File: src/design/tbdc_pkg.sv
package tbdc_pkg;

    localparam int SAMPLE_BITS_DEF = 10;
    localparam int COUNT_BITS_DEF  = 8;
    localparam int TIMER_BITS_DEF  = 16;

    localparam int HOLD_BITS  = 8;
    localparam int APB_DATA_W = 32;
    localparam int APB_ADDR_W = 4;

    localparam int THRESHOLD_RESET = 180;
    localparam int WINDOW_RESET    = 1000;
    localparam int HOLDOFF_RESET   = 150;

    typedef enum logic [1:0] {
        REG_THRESHOLD = 2'd0,
        REG_WINDOW    = 2'd1,
        REG_HOLDOFF   = 2'd2
    } reg_index_t;

    typedef enum logic [2:0] {
        FN_SAMPLE = 3'd0,
        FN_TICK   = 3'd1,
        FN_LOAD   = 3'd2,
        FN_ADD    = 3'd3,
        FN_REMOVE = 3'd4
    } func_t;

    typedef enum logic [2:0] {
        PAT_OTHER     = 3'd0,
        PAT_ROOM_ONLY = 3'd1,
        PAT_CORR_ONLY = 3'd2,
        PAT_BOTH      = 3'd3,
        PAT_QUIET     = 3'd4
    } pattern_t;

    typedef enum logic [2:0] {
        PH_IDLE       = 3'd0,
        PH_ROOM_FIRST = 3'd1,
        PH_ROOM_BOTH  = 3'd2,
        PH_CORR_FIRST = 3'd3,
        PH_CORR_BOTH  = 3'd4,
        PH_HOLD       = 3'd5
    } phase_t;

    typedef enum logic [1:0] {
        CR_NONE  = 2'd0,
        CR_ENTRY = 2'd1,
        CR_EXIT  = 2'd2
    } crossing_t;

    // Classified item handed from the front to the engine.
    typedef struct packed {
        func_t    func;
        pattern_t pattern;
    } item_t;

endpackage

File: src/design/two_beam_direction_counter_core.sv
// Channel   Direction  Handshake          Payload
// s_        in         s_valid / s_ready  func, room_level, corridor_level, count_value
// m_        out        m_valid / m_ready  people_count, occupied, crossing, phase
// apb       in         psel/penable/...   threshold, window_ticks, holdoff_ticks
//
// One transaction per cycle sustained while m_ready is high; each produces exactly one result.
// The front classifies each transaction into a two-entry queue, then the engine
// updates state and loads the output register.
// s_ready falls only when the queue holds two transactions (m_ready held low).
// aresetn is synchronous; it restores the default registers and idle state.
module two_beam_direction_counter_core import tbdc_pkg::*; #(
    parameter int SAMPLE_BITS = SAMPLE_BITS_DEF,
    parameter int COUNT_BITS  = COUNT_BITS_DEF,
    parameter int TIMER_BITS  = TIMER_BITS_DEF
) (
    input  logic                   aclk,
    input  logic                   aresetn,
    input  logic                   psel,
    input  logic                   penable,
    input  logic                   pwrite,
    input  logic [APB_ADDR_W-1:0]  paddr,
    input  logic [APB_DATA_W-1:0]  pwdata,
    output logic [APB_DATA_W-1:0]  prdata,
    output logic                   pready,
    input  logic                   s_valid,
    output logic                   s_ready,
    input  logic [2:0]             s_func,
    input  logic [SAMPLE_BITS-1:0] s_room_level,
    input  logic [SAMPLE_BITS-1:0] s_corridor_level,
    input  logic [COUNT_BITS-1:0]  s_count_value,
    output logic                   m_valid,
    input  logic                   m_ready,
    output logic [COUNT_BITS-1:0]  m_people_count,
    output logic                   m_occupied,
    output logic [1:0]             m_crossing,
    output logic [2:0]             m_phase
);

    localparam int Q_WIDTH = $bits(item_t) + COUNT_BITS;

    item_t                 front_item, head_item;
    logic [TIMER_BITS-1:0] window_ticks;
    logic [HOLD_BITS-1:0]  holdoff_ticks;
    logic                  q_push, q_pop, q_not_full, q_not_empty;
    logic [Q_WIDTH-1:0]    q_head;
    logic [COUNT_BITS-1:0] head_count;

    tbdc_front #(
        .SAMPLE_BITS (SAMPLE_BITS),
        .TIMER_BITS  (TIMER_BITS)
    ) u_front (
        .aclk             (aclk),
        .aresetn          (aresetn),
        .psel             (psel),
        .penable          (penable),
        .pwrite           (pwrite),
        .paddr            (paddr),
        .pwdata           (pwdata),
        .prdata           (prdata),
        .pready           (pready),
        .s_func           (s_func),
        .s_room_level     (s_room_level),
        .s_corridor_level (s_corridor_level),
        .item             (front_item),
        .window_ticks     (window_ticks),
        .holdoff_ticks    (holdoff_ticks)
    );

    assign s_ready = q_not_full;
    assign q_push  = s_valid && q_not_full;

    tbdc_queue #(
        .WIDTH (Q_WIDTH)
    ) u_queue (
        .aclk      (aclk),
        .aresetn   (aresetn),
        .push      (q_push),
        .push_data ({front_item, s_count_value}),
        .not_full  (q_not_full),
        .pop       (q_pop),
        .not_empty (q_not_empty),
        .head      (q_head)
    );

    assign head_item  = item_t'(q_head[Q_WIDTH-1:COUNT_BITS]);
    assign head_count = q_head[COUNT_BITS-1:0];

    tbdc_engine #(
        .COUNT_BITS (COUNT_BITS),
        .TIMER_BITS (TIMER_BITS)
    ) u_engine (
        .aclk           (aclk),
        .aresetn        (aresetn),
        .q_valid        (q_not_empty),
        .q_item         (head_item),
        .q_count_value  (head_count),
        .q_pop          (q_pop),
        .window_ticks   (window_ticks),
        .holdoff_ticks  (holdoff_ticks),
        .m_valid        (m_valid),
        .m_ready        (m_ready),
        .m_people_count (m_people_count),
        .m_occupied     (m_occupied),
        .m_crossing     (m_crossing),
        .m_phase        (m_phase)
    );

endmodule

File: src/design/tbdc_front.sv
module tbdc_front import tbdc_pkg::*; #(
    parameter int SAMPLE_BITS = SAMPLE_BITS_DEF,
    parameter int TIMER_BITS  = TIMER_BITS_DEF
) (
    input  logic                   aclk,
    input  logic                   aresetn,
    input  logic                   psel,
    input  logic                   penable,
    input  logic                   pwrite,
    input  logic [APB_ADDR_W-1:0]  paddr,
    input  logic [APB_DATA_W-1:0]  pwdata,
    output logic [APB_DATA_W-1:0]  prdata,
    output logic                   pready,
    input  logic [2:0]             s_func,
    input  logic [SAMPLE_BITS-1:0] s_room_level,
    input  logic [SAMPLE_BITS-1:0] s_corridor_level,
    output item_t                  item,
    output logic [TIMER_BITS-1:0]  window_ticks,
    output logic [HOLD_BITS-1:0]   holdoff_ticks
);

    localparam logic [TIMER_BITS-1:0] TIMER_MAX = {TIMER_BITS{1'b1}};
    // Clamp the window reset into a narrow timer: a window at the timer's
    // maximum never expires, same as one beyond it.
    localparam logic [TIMER_BITS-1:0] WINDOW_INIT =
        (longint'(WINDOW_RESET) > longint'(TIMER_MAX)) ? TIMER_MAX
                                                      : TIMER_BITS'(WINDOW_RESET);

    logic [SAMPLE_BITS-1:0] threshold_reg;
    logic [TIMER_BITS-1:0]  window_reg;
    logic [HOLD_BITS-1:0]   holdoff_reg;
    reg_index_t             reg_sel;
    logic                   wr_en;
    logic                   room_hi, corr_hi, room_lo, corr_lo;

    assign pready  = 1'b1;
    assign reg_sel = reg_index_t'(paddr[3:2]);
    assign wr_en   = psel & penable & pwrite;

    always_ff @(posedge aclk) begin
        if (!aresetn) begin
            threshold_reg <= SAMPLE_BITS'(THRESHOLD_RESET);
            window_reg    <= WINDOW_INIT;
            holdoff_reg   <= HOLD_BITS'(HOLDOFF_RESET);
        end else if (wr_en) begin
            unique case (reg_sel)
                REG_THRESHOLD: threshold_reg <= pwdata[SAMPLE_BITS-1:0];
                REG_WINDOW:    window_reg    <= pwdata[TIMER_BITS-1:0];
                REG_HOLDOFF:   holdoff_reg   <= pwdata[HOLD_BITS-1:0];
                default: ;
            endcase
        end
    end

    always_comb begin
        prdata = '0;
        unique case (reg_sel)
            REG_THRESHOLD: prdata = APB_DATA_W'(threshold_reg);
            REG_WINDOW:    prdata = APB_DATA_W'(window_reg);
            REG_HOLDOFF:   prdata = APB_DATA_W'(holdoff_reg);
            default:       prdata = '0;
        endcase
    end

    assign window_ticks  = window_reg;
    assign holdoff_ticks = holdoff_reg;

    // Beam patterns; a level equal to the threshold is neither blocked nor clear.
    assign room_hi = s_room_level > threshold_reg;
    assign corr_hi = s_corridor_level > threshold_reg;
    assign room_lo = s_room_level < threshold_reg;
    assign corr_lo = s_corridor_level < threshold_reg;

    always_comb begin
        item.func = func_t'(s_func);
        if (room_hi && corr_lo) begin
            item.pattern = PAT_ROOM_ONLY;
        end else if (corr_hi && room_lo) begin
            item.pattern = PAT_CORR_ONLY;
        end else if (room_hi && corr_hi) begin
            item.pattern = PAT_BOTH;
        end else if (!room_hi && !corr_hi) begin
            item.pattern = PAT_QUIET;
        end else begin
            item.pattern = PAT_OTHER;
        end
    end

endmodule

File: src/design/tbdc_queue.sv
module tbdc_queue #(
    parameter int WIDTH = 8
) (
    input  logic             aclk,
    input  logic             aresetn,
    input  logic             push,
    input  logic [WIDTH-1:0] push_data,
    output logic             not_full,
    input  logic             pop,
    output logic             not_empty,
    output logic [WIDTH-1:0] head
);

    logic [WIDTH-1:0] entry_reg [2];
    logic             wr_ptr_reg, rd_ptr_reg;
    logic [1:0]       count_reg, count_next;

    assign not_full  = count_reg != 2'd2;
    assign not_empty = count_reg != 2'd0;
    assign head      = entry_reg[rd_ptr_reg];

    always_comb begin
        count_next = count_reg;
        if (push && !pop) begin
            count_next = count_reg + 2'd1;
        end else if (pop && !push) begin
            count_next = count_reg - 2'd1;
        end
    end

    always_ff @(posedge aclk) begin
        if (!aresetn) begin
            wr_ptr_reg <= 1'b0;
            rd_ptr_reg <= 1'b0;
            count_reg  <= 2'd0;
        end else begin
            count_reg <= count_next;
            if (push) begin
                wr_ptr_reg <= ~wr_ptr_reg;
            end
            if (pop) begin
                rd_ptr_reg <= ~rd_ptr_reg;
            end
        end
    end

    always_ff @(posedge aclk) begin
        if (push) begin
            entry_reg[wr_ptr_reg] <= push_data;
        end
    end

endmodule

File: src/design/tbdc_engine.sv
module tbdc_engine import tbdc_pkg::*; #(
    parameter int COUNT_BITS = COUNT_BITS_DEF,
    parameter int TIMER_BITS = TIMER_BITS_DEF
) (
    input  logic                  aclk,
    input  logic                  aresetn,
    input  logic                  q_valid,
    input  item_t                 q_item,
    input  logic [COUNT_BITS-1:0] q_count_value,
    output logic                  q_pop,
    input  logic [TIMER_BITS-1:0] window_ticks,
    input  logic [HOLD_BITS-1:0]  holdoff_ticks,
    output logic                  m_valid,
    input  logic                  m_ready,
    output logic [COUNT_BITS-1:0] m_people_count,
    output logic                  m_occupied,
    output logic [1:0]            m_crossing,
    output logic [2:0]            m_phase
);

    localparam logic [COUNT_BITS-1:0] COUNT_MAX = {COUNT_BITS{1'b1}};
    localparam logic [TIMER_BITS-1:0] TIMER_MAX = {TIMER_BITS{1'b1}};
    localparam logic [HOLD_BITS-1:0]  HOLD_MAX  = {HOLD_BITS{1'b1}};

    phase_t                phase_reg, phase_next;
    logic [TIMER_BITS-1:0] window_reg, window_next, window_inc;
    logic [HOLD_BITS-1:0]  hold_reg, hold_next, hold_inc;
    logic [COUNT_BITS-1:0] count_reg, count_next, count_inc, count_dec;
    logic                  occ_reg, occ_next;
    crossing_t             crossing_next;

    logic                  m_valid_reg, m_valid_next;
    logic [COUNT_BITS-1:0] m_count_reg;
    logic                  m_occ_reg;
    crossing_t             m_crossing_reg;
    phase_t                m_phase_reg;

    // Take the next transaction whenever the output slot is free or draining.
    assign q_pop        = q_valid && (!m_valid_reg || m_ready);
    assign m_valid_next = q_pop || (m_valid_reg && !m_ready);

    assign count_inc  = (count_reg == COUNT_MAX) ? count_reg : count_reg + 1'b1;
    assign count_dec  = (count_reg == '0) ? count_reg : count_reg - 1'b1;
    assign window_inc = (window_reg == TIMER_MAX) ? window_reg : window_reg + 1'b1;
    assign hold_inc   = (hold_reg == HOLD_MAX) ? hold_reg : hold_reg + 1'b1;

    always_comb begin
        phase_next    = phase_reg;
        window_next   = window_reg;
        hold_next     = hold_reg;
        count_next    = count_reg;
        occ_next      = occ_reg;
        crossing_next = CR_NONE;
        unique case (q_item.func)
            FN_SAMPLE: begin
                unique case (phase_reg)
                    PH_IDLE: begin
                        if (q_item.pattern == PAT_ROOM_ONLY) begin
                            phase_next  = PH_ROOM_FIRST;
                            window_next = '0;
                        end else if (q_item.pattern == PAT_CORR_ONLY) begin
                            phase_next  = PH_CORR_FIRST;
                            window_next = '0;
                        end
                    end
                    PH_ROOM_FIRST: begin
                        if (q_item.pattern == PAT_BOTH) begin
                            phase_next = PH_ROOM_BOTH;
                        end
                    end
                    PH_CORR_FIRST: begin
                        if (q_item.pattern == PAT_BOTH) begin
                            phase_next = PH_CORR_BOTH;
                        end
                    end
                    PH_ROOM_BOTH: begin
                        if (q_item.pattern == PAT_CORR_ONLY) begin
                            count_next    = count_dec;
                            occ_next      = (count_dec == '0) ? 1'b0 : occ_reg;
                            crossing_next = CR_EXIT;
                            hold_next     = '0;
                            phase_next    = PH_HOLD;
                        end else if (q_item.pattern == PAT_QUIET) begin
                            // Fall back without restarting the window.
                            phase_next = PH_ROOM_FIRST;
                        end
                    end
                    PH_CORR_BOTH: begin
                        if (q_item.pattern == PAT_ROOM_ONLY) begin
                            count_next    = count_inc;
                            occ_next      = 1'b1;
                            crossing_next = CR_ENTRY;
                            hold_next     = '0;
                            phase_next    = PH_HOLD;
                        end else if (q_item.pattern == PAT_QUIET) begin
                            phase_next = PH_CORR_FIRST;
                        end
                    end
                    default: ;
                endcase
            end
            FN_TICK: begin
                unique case (phase_reg)
                    PH_ROOM_FIRST, PH_CORR_FIRST: begin
                        window_next = window_inc;
                        if (window_inc > window_ticks) begin
                            phase_next = PH_IDLE;
                        end
                    end
                    PH_ROOM_BOTH, PH_CORR_BOTH: begin
                        window_next = window_inc;
                    end
                    PH_HOLD: begin
                        hold_next = hold_inc;
                        if (hold_inc >= holdoff_ticks) begin
                            phase_next = PH_IDLE;
                        end
                    end
                    default: ;
                endcase
            end
            FN_LOAD: begin
                count_next = q_count_value;
            end
            FN_ADD: begin
                count_next = count_inc;
                occ_next   = 1'b1;
            end
            FN_REMOVE: begin
                count_next = count_dec;
                occ_next   = (count_dec == '0) ? 1'b0 : occ_reg;
            end
            default: ;
        endcase
    end

    always_ff @(posedge aclk) begin
        if (!aresetn) begin
            phase_reg   <= PH_IDLE;
            window_reg  <= '0;
            hold_reg    <= '0;
            count_reg   <= '0;
            occ_reg     <= 1'b0;
            m_valid_reg <= 1'b0;
        end else begin
            m_valid_reg <= m_valid_next;
            if (q_pop) begin
                phase_reg  <= phase_next;
                window_reg <= window_next;
                hold_reg   <= hold_next;
                count_reg  <= count_next;
                occ_reg    <= occ_next;
            end
        end
    end

    always_ff @(posedge aclk) begin
        if (q_pop) begin
            m_count_reg    <= count_next;
            m_occ_reg      <= occ_next;
            m_crossing_reg <= crossing_next;
            m_phase_reg    <= phase_next;
        end
    end

    assign m_valid        = m_valid_reg;
    assign m_people_count = m_count_reg;
    assign m_occupied     = m_occ_reg;
    assign m_crossing     = m_crossing_reg;
    assign m_phase        = m_phase_reg;

endmodule

File: config.mk
export PLATFORM = sky130hd
export DESIGN_NAME = two_beam_direction_counter_core
export DESIGN_NICKNAME = d
export VERILOG_FILES = /design/src/design/tbdc_pkg.sv /design/src/design/two_beam_direction_counter_core.sv /design/src/design/tbdc_front.sv /design/src/design/tbdc_queue.sv /design/src/design/tbdc_engine.sv
export SDC_FILE = /design/constraint.sdc
export NUM_CORES = 1
export LEC_CHECK = 0
export ABC_AREA = 1
export BUFFER_PORTS_ARGS = -buffer_cell sky130_fd_sc_hd__buf_2
export CORE_ASPECT_RATIO = 1.5
export CORE_MARGIN = 4
export CORE_UTILIZATION = 30
export DETAILED_ROUTE_END_ITERATION = 10
export GPL_TIMING_DRIVEN = 1
export PLACE_DENSITY = 0.53
export SETUP_SLACK_MARGIN = 0.4
export SKIP_CTS_REPAIR_TIMING = 1
export SYNTH_ARGS = -nofsm -noshare
export SYNTH_HDL_FRONTEND = slang
export SYNTH_SLANG_ARGS = --single-unit
File: constraint.sdc
create_clock -name aclk -period 5.1 [get_ports aclk]
set_input_delay 0.51 -clock aclk [delete_from_list [all_inputs] [get_ports aclk]]
set_output_delay 0.51 -clock aclk [all_outputs]
set_load 0.005 [all_outputs]
==> key figures, run 1 <==
Critical path
  • RR Startpoint: u_engine.window_reg[0]$_SDFFE_PN0P_
  • Cell mode on critical path: nand2_1
  • Reg2reg end: u_engine.phase_reg[0]$_SDFFE_PN0P_
  • Worst EP arrival: 3.54 ns
  • Crit path required time: 5.47 ns
  • CP endpoint kind: register
  • Slowest-stage cell, CP: dfxtp_1
  • R2r setup slk: between 1.5 and 2 ns
  • Cells on worst reg2reg path: 20
  • Critical path type: register to register
  • Startpoint types: register
  • Cell Chain, Critical Path: ha_1 > inv_1 > nor2_1 > nand4_1 > nor2_1 > nand3_1 > nand4_1 > xnor2_1 > ha_1 > a21oi_1 > nand2_1 > a21oi_1 > nand2_1 > nand2_1 > nand3_1 > nand3_1 > nand2_1 > nand3_1 > nand2_1 > inv_1
  • Crit-path max cell delay: roughly 0.39 ns
  • Crit Path Max Fanout: 4

Synthesis
  • Main synth FF type: dfxtp_1
  • Top-count cell post-synth: nand2_1
  • Synth cell types: 45
  • Post-synth EDFFs: 42
  • Share of the yosys chip area belonging to registers: a little under two fifths
  • Synth top area share: 20.6%
  • Seq cells post-synth: 118
  • Leading area contributor after synthesis: dfxtp_1
  • Ys async rst share: 0%
  • Post-Syn Area per Cell: 7.40 µm²
  • Mapped Cells: 998
  • Post-Syn Area: between 7000 and 8000 µm²
  • Synth warn: 0
  • Leading post-synthesis cells by cell area: dfxtp_1 21%, edfxtp_1 17%, nand2_1 11%
  • Synth cell count leaders: 225 x nand2_1, 128 x inv_1, 96 x nor2_1

Floorplan
  • Row cnt: 70
  • DIE WIDTH: roughly 140 µm
  • Die area: between 20000 and 30000 µm²
  • I/O pins: roughly 120
  • Starting Density: 30.3%
  • Die H: between 200 and 250 µm
  • Core area: between 20000 and 25000 µm²

Clocking
  • CTS Buf Count: 17
  • CTS H-tree lvls: 4
  • Clk slew on worst S/H paths: about 0.060 ns
  • CTS tree: yes
  • CTS Buffer Depth: 2
  • CTS root buffer: clkbuf_16
  • Clock Sinks: 118
  • Worst-Skew Late Latency: about 0.43 ns

STA
  • Fin crit period: roughly 3.2 ns
  • Final Slew Violations: 0
  • Relative slew margins: around two fifths
  • Fmax achieved: ~320 MHz
  • Final-report hold violation count: 0
  • Fin Clk Skew: 0.00955 ns
  • Final worst slack: a little under 2 ns
  • Post-Route Setup TNS: 0 ns
  • Worst Tran Pin Value: 0.901 ns
  • RSZ-0062 raised after global routing: false
  • Fin crit share: 62.0%
  • Endpoints failing setup: 0
  • Hold slack final: ~0.27 ns

Drt
  • 1st-iter DRT viols: 276
  • Drt drc: 0
  • Routed len/inst: roughly 15 µm
  • First-pass DRT Iterations: 5
  • DR vias: about 6700
  • Total wire length: around 21000 µm
  • Via density: 4.68
  • Post-DRT Antenna Nets: 0

Power
  • Leak Pwr: 3.98 nW
  • Clock power share: between 30% and 40%
  • Internal power: around 2.4 mW
  • Peak supply drop: between 200 and 300 µV
  • Switching share of total power: about two fifths
  • Pwr/cell area: between 400 and 500 nW/µm²
  • Part of the power in registers: about a third
  • Psw: around 1.6 mW
  • Combinational power share: a little over a third

Place
  • Setup slack at placement: around 1.9 ns
  • Hpwl dp: 16400 µm
  • Port-buffer cells: 87
  • GP Congestion: between 0.9 and 1
  • Placed cell areas: 8090 µm²

GRT
  • Total Routing Usage GR: 15.8%
  • Remaining Overflow, GRT: 0
  • First-pass GRT wire length: around 33000 µm
  • Largest net degree at the start of global routing: between 40 and 50
  • Antenna violations before repair: 0
  • Vias in the first global route: around 6500

Worst hold path
  • Hold depth: 1
  • Hold Startpoint: s_count_value[0]
  • Hold endpoint: u_queue.entry_reg[0][0]$_DFFE_PP_
  • Hold Crit Class: input port to register

Job
  • MaxCap Viol Count: 0

Finish
  • Share of layout cells above drive strength 1: about 15%
  • NumNets Final: approximately 1200
  • Core Util, Final: between 30% and 40%
  • Diodes inserted: 0
  • Area growth from synthesis to layout: 17.8%
  • Largest register FFs: 28
  • Fin area: between 8000 and 9000 µm²

Status
  • Status: complete, no violations
[cells by family (layout without fill, tap and decap cells)]
kind of cell	count (synthesis)	count (layout)	synth area share, %
other cells	2	17	0.102
simple gates	427	427	25.0
flops	118	118	37.7
fa+ha+maj	50	50	8.47
buf+inv	177	263	10.3
xor+xnor	19	19	2.25
compound gates	204	204	16.1
mux	1	1	0.136
[area by class of cell]
| class | instances | area, µm² |
|---|---|---|
| multi-input cells | 718 | 3900 |
| fillers | 2670 | 15600 |
| repair buffers | 93 | 480 |
| clock inverters | 15 | 190 |
| clock buffers | 17 | 425 |
| inverters | 138 | 518 |
| well taps | 324 | 405 |
| flip-flops and latches | 118 | 2780 |
[power by group through the flow]
stage               clock, mW  combinational (mW)  sequential [mW]
floorplan                   0                1.07             1.27
global placement            0                1.49             1.33
detailed placement          0                1.49             1.33
CTS                      1.29                1.50             1.31
global route             1.34                1.67             1.33
finish                   1.26                1.47             1.30
[cells in the final DEF, fill, tap and decap left out, types with 7 or more instances in the layout]
master / instances
nand2_1: 225
inv_1: 128
nor2_1: 96
buf_2: 87
a21oi_1: 86
dfxtp_1: 76
o21ai_0: 51
ha_1: 50
nand3_1: 47
edfxtp_1: 42
o211ai_1: 22
conb_1: 17
clkbuf_16: 17
nand4_1: 14
xor2_1: 13
nor3_1: 11
nor2_2: 10
a22oi_1: 9
inv_2: 8
o221ai_1: 7
inv_6: 7
[metal layers]
layer	GRT usage (%)	routed length (µm)	share of wire, %
met1	16.9	8370	40
met2	29.1	11300	53
met3	2.96	646	3.1
met4	7.60	833	3.9
met5	0	0	0
[metrics by stage]
step | power (mW) | instances
after CTS | 4.10 | 1423
after floorplan | 2.35 | 1013
after global placement | 2.81 | 1391
after detailed placement | 2.82 | 1391
after global routing | 4.34 | 1423
final | 4.03 | 1423
[worst max-delay path: cells and delay by family, from the launching register on]
kind / cells / cell delay [ns]
DFF: 1 / 0.39
and+or+nand+nor: 13 / 1.60
adders and majority gates: 2 / 0.49
xor gates and xnor gates: 1 / 0.16
buffers and inverters: 2 / 0.09
AOI/OAI and AO/OA: 2 / 0.36
[worst max path at each step]
stage                                              from                                  to  slack (ns)  depth (start not counted)
CTS                 u_engine.window_reg[0]$_SDFFE_PN0P_  u_engine.phase_reg[0]$_SDFFE_PN0P_        1.89                         20
floorplan           u_engine.window_reg[0]$_SDFFE_PN0P_       u_engine.m_phase[0]$_DFFE_PP_        2.48                         21
detailed placement  u_engine.window_reg[0]$_SDFFE_PN0P_  u_engine.phase_reg[0]$_SDFFE_PN0P_        1.92                         20
global placement    u_engine.window_reg[0]$_SDFFE_PN0P_  u_engine.phase_reg[0]$_SDFFE_PN0P_        1.94                         20
finish              u_engine.window_reg[0]$_SDFFE_PN0P_  u_engine.phase_reg[0]$_SDFFE_PN0P_        1.94                         20
global route        u_engine.window_reg[1]$_SDFFE_PN0P_  u_engine.phase_reg[0]$_SDFFE_PN0P_        1.54                         22
Power figures use the tool's default switching activity.
==> run 2, diff against run 1 <==
- clock period: 5.1 -> 3 ns (I/O delays scaled with it)
==> key figures, run 2 (synthesis gave the netlist of run 1 again) <==
Finish
  • Area growth from synthesis to layout: 21.3%
  • Share of layout cells above drive strength 1: 19.4% (+4.6 points)
  • Largest register FFs: 28 (unchanged)
  • Commonest non-fill, non-tap cells in the layout: 220 x nand2_1, 125 x inv_1, 87 x nor2_1, 87 x buf_2, 83 x a21oi_1
  • Diodes inserted: 0 (unchanged)
  • Commonest non-fill, non-tap cell in the layout: nand2_1
  • NumNets Final: 1225 (+1.2%)

Clocking
  • CTS Buf Count: 17 (unchanged)
  • CTS tree: yes
  • Worst-Skew Late Latency: 0.42 ns (about the same)
  • CTS H-tree lvls: 4 (unchanged)
  • CTS Buffer Depth: 2 (unchanged)
  • Clk slew on worst S/H paths: 0.06 ns (about the same)
  • CTS root buffer: clkbuf_16
  • Clock Sinks: 118 (unchanged)

GRT
  • Remaining Overflow, GRT: 0 (unchanged)
  • Vias in the first global route: 6600 (+1.1%)
  • Routing usage on met2: 28.8% (-0.27 points)
  • Antenna violations before repair: 0 (unchanged)
  • Met1 GRT Util: 18.0% (+1.1 points)
  • Gr busiest metal: met2
  • GR Util met3: 2.79% (-0.18 points)
  • Largest net degree at the start of global routing: 46 (-2.1%)
  • Total Routing Usage GR: 15.7% (-0.10 points)
  • First-pass GRT wire length: 33700 µm (+0.66%)

Power
  • Pwr/cell area: 769 nW/µm² (+66%)
  • Leak Pwr: 4.08 nW (+2.4%)
  • Part of the power in registers: 31.8% (-0.5 points)
  • Clock power share: 30.7% (-0.6 points)
  • Peak supply drop: 379 µV (+46%)
  • Internal power: 4.06 mW (+68%)
  • Psw: 2.83 mW (+75%)
  • Switching share of total power: 41.1% (+0.92 points)
  • Combinational power share: 37.4% (+1.0 points)

STA
  • Fmax achieved: 364 MHz (+15%)
  • Hold slack final: 0.0641 ns (-0.208 ns)
  • RSZ-0062 raised after global routing: true
  • Relative slew margins: 40.3% (+0.81 points)
  • Final Slew Violations: 0 (unchanged)
  • Worst Tran Pin Value: 0.889 ns (-0.0121 ns)
  • Fin crit share: 91.5% (+29 points)
  • Fin crit period: 2.75 ns (-0.418 ns)
  • Final-report hold violation count: 0 (unchanged)
  • Fin Clk Skew: 0.0109 ns (+0.00132 ns)
  • Endpoints failing setup: 0 (unchanged)
  • Post-Route Setup TNS: 0 ns (unchanged)

Drt
  • Post-DRT Antenna Nets: 0 (unchanged)
  • Drt drc: 0 (unchanged)
  • Total wire length: 21400 µm (+0.94%)
  • Routed len/inst: 14.9 µm (-0.12%)
  • First-pass DRT Iterations: 5 (unchanged)
  • 1st-iter DRT viols: 369 (+34%)
  • DR vias: 6937 (+4.1%)
  • Via density: 4.82 (+3.0%)

Critical path
  • Startpoint types: register
  • Worst EP arrival: 2.92 ns (-0.62 ns)
  • Crit Path Max Fanout: 4 (unchanged)
  • Crit path required time: 3.17 ns (-2.30 ns)
  • Critical path type: register to register
  • CP endpoint kind: register

Job
  • MaxCap Viol Count: 0 (unchanged)

Floorplan
  • Die area: 27200 µm² (unchanged)
  • DIE WIDTH: 136 µm (unchanged)
  • Core area: 24300 µm² (unchanged)
  • Starting Density: 30.3% (unchanged)
  • Row cnt: 70 (unchanged)
  • I/O pins: 123 (unchanged)
  • Die H: 200 µm (unchanged)

Place
  • Port-buffer cells: 87 (unchanged)
  • GP Congestion: 0.906 (-1.6%)
  • Hpwl dp: 16300 µm (-0.82%)

Worst hold path
  • Hold Crit Class: input port to register

Status
  • Status: complete, no violations
==> run 2: cell types whose count changed in the layout (fill, tap and decap cells not counted), moves of 4 or more <==
cell,delta
nand2_2,+5
buf_4,+15
dfxtp_4,+4
nand2_1,-5
nor2_2,+6
dfxtp_1,-7
nand3_1,-7
nand3_2,+6
nor2_1,-9
==> run 2: worst paths after layout <==
| kind | from | endpoint | slack, ns | cells past startpoint |
|---|---|---|---|---|
| max | u_engine.window_reg[1]$_SDFFE_PN0P_ | u_engine.m_phase[0]$_DFFE_PP_ | 0.25 | 19 |
| min reg2reg | u_queue.rd_ptr_reg$_SDFFE_PN0P_ | u_queue.rd_ptr_reg$_SDFFE_PN0P_ | 0.46 | 1 |
| max reg2reg | u_engine.window_reg[1]$_SDFFE_PN0P_ | u_engine.m_phase[0]$_DFFE_PP_ | 0.25 | 19 |
| min | s_count_value[3] | u_queue.entry_reg[0][3]$_DFFE_PP_ | 0.06 | 1 |
==> run 2: layout make-up <==
type / instances / area [µm²]
clock buffer: 17 / 425
clock inverter: 15 / 183
fill: 2640 / 15400
inverter: 138 / 520
multi-input combinational: 718 / 4030
sequential: 118 / 2800
tap: 324 / 405
timing repair buffer: 108 / 593
==> run 2: power by group through the flow <==
stage | combinational, mW | clock, mW | sequential [mW]
5_1_grt | 2.90 | 2.24 | 2.22
2_1_floorplan | 1.82 | 0 | 2.17
3_3_place_gp | 2.54 | 0 | 2.22
3_5_place_dp | 2.55 | 0 | 2.23
6_report | 2.58 | 2.12 | 2.19
4_1_cts | 2.56 | 2.16 | 2.19
==> run 2: routing by layer <==
metal | routed length (µm) | up-vias
met5 | 0 | -
met4 | 514 | 0
met3 | 784 | 35
met2 | 11500 | 163
met1 | 8560 | 3231
li1 | - | 3508
==> run 2: worst max-delay path: stages, from the launching register on <==
cell	delay [ns]
dfxtp_4	0.37
ha_4	0.15
inv_4	0.04
nor2_4	0.07
nand4_1	0.15
nor2_2	0.15
buf_4	0.13
nand3_1	0.08
o22a_1	0.22
ha_1	0.29
nand2_2	0.07
nor2_4	0.12
buf_4	0.13
a21oi_2	0.06
nand2_1	0.09
nand2_2	0.08
nand3_2	0.08
nand3_2	0.08
nand2_2	0.08
nand2_1	0.05
==> run 2: stage by stage <==
stage | area (µm²) | instances | total power [mW] | worst slack (ns) | utilization (%)
after detailed placement | 8170 | 1401 | 4.77 | 0.0591 | 33.5
after floorplan | 7450 | 1013 | 3.99 | 0.412 | -
final | 8960 | 1438 | 6.89 | 0.254 | 36.8
after global routing | 8960 | 1438 | 7.37 | 0.0334 | 36.8
after global placement | 8170 | 1401 | 4.76 | 0.0325 | 33.5
after CTS | 8770 | 1433 | 6.91 | 0.0249 | 36.0
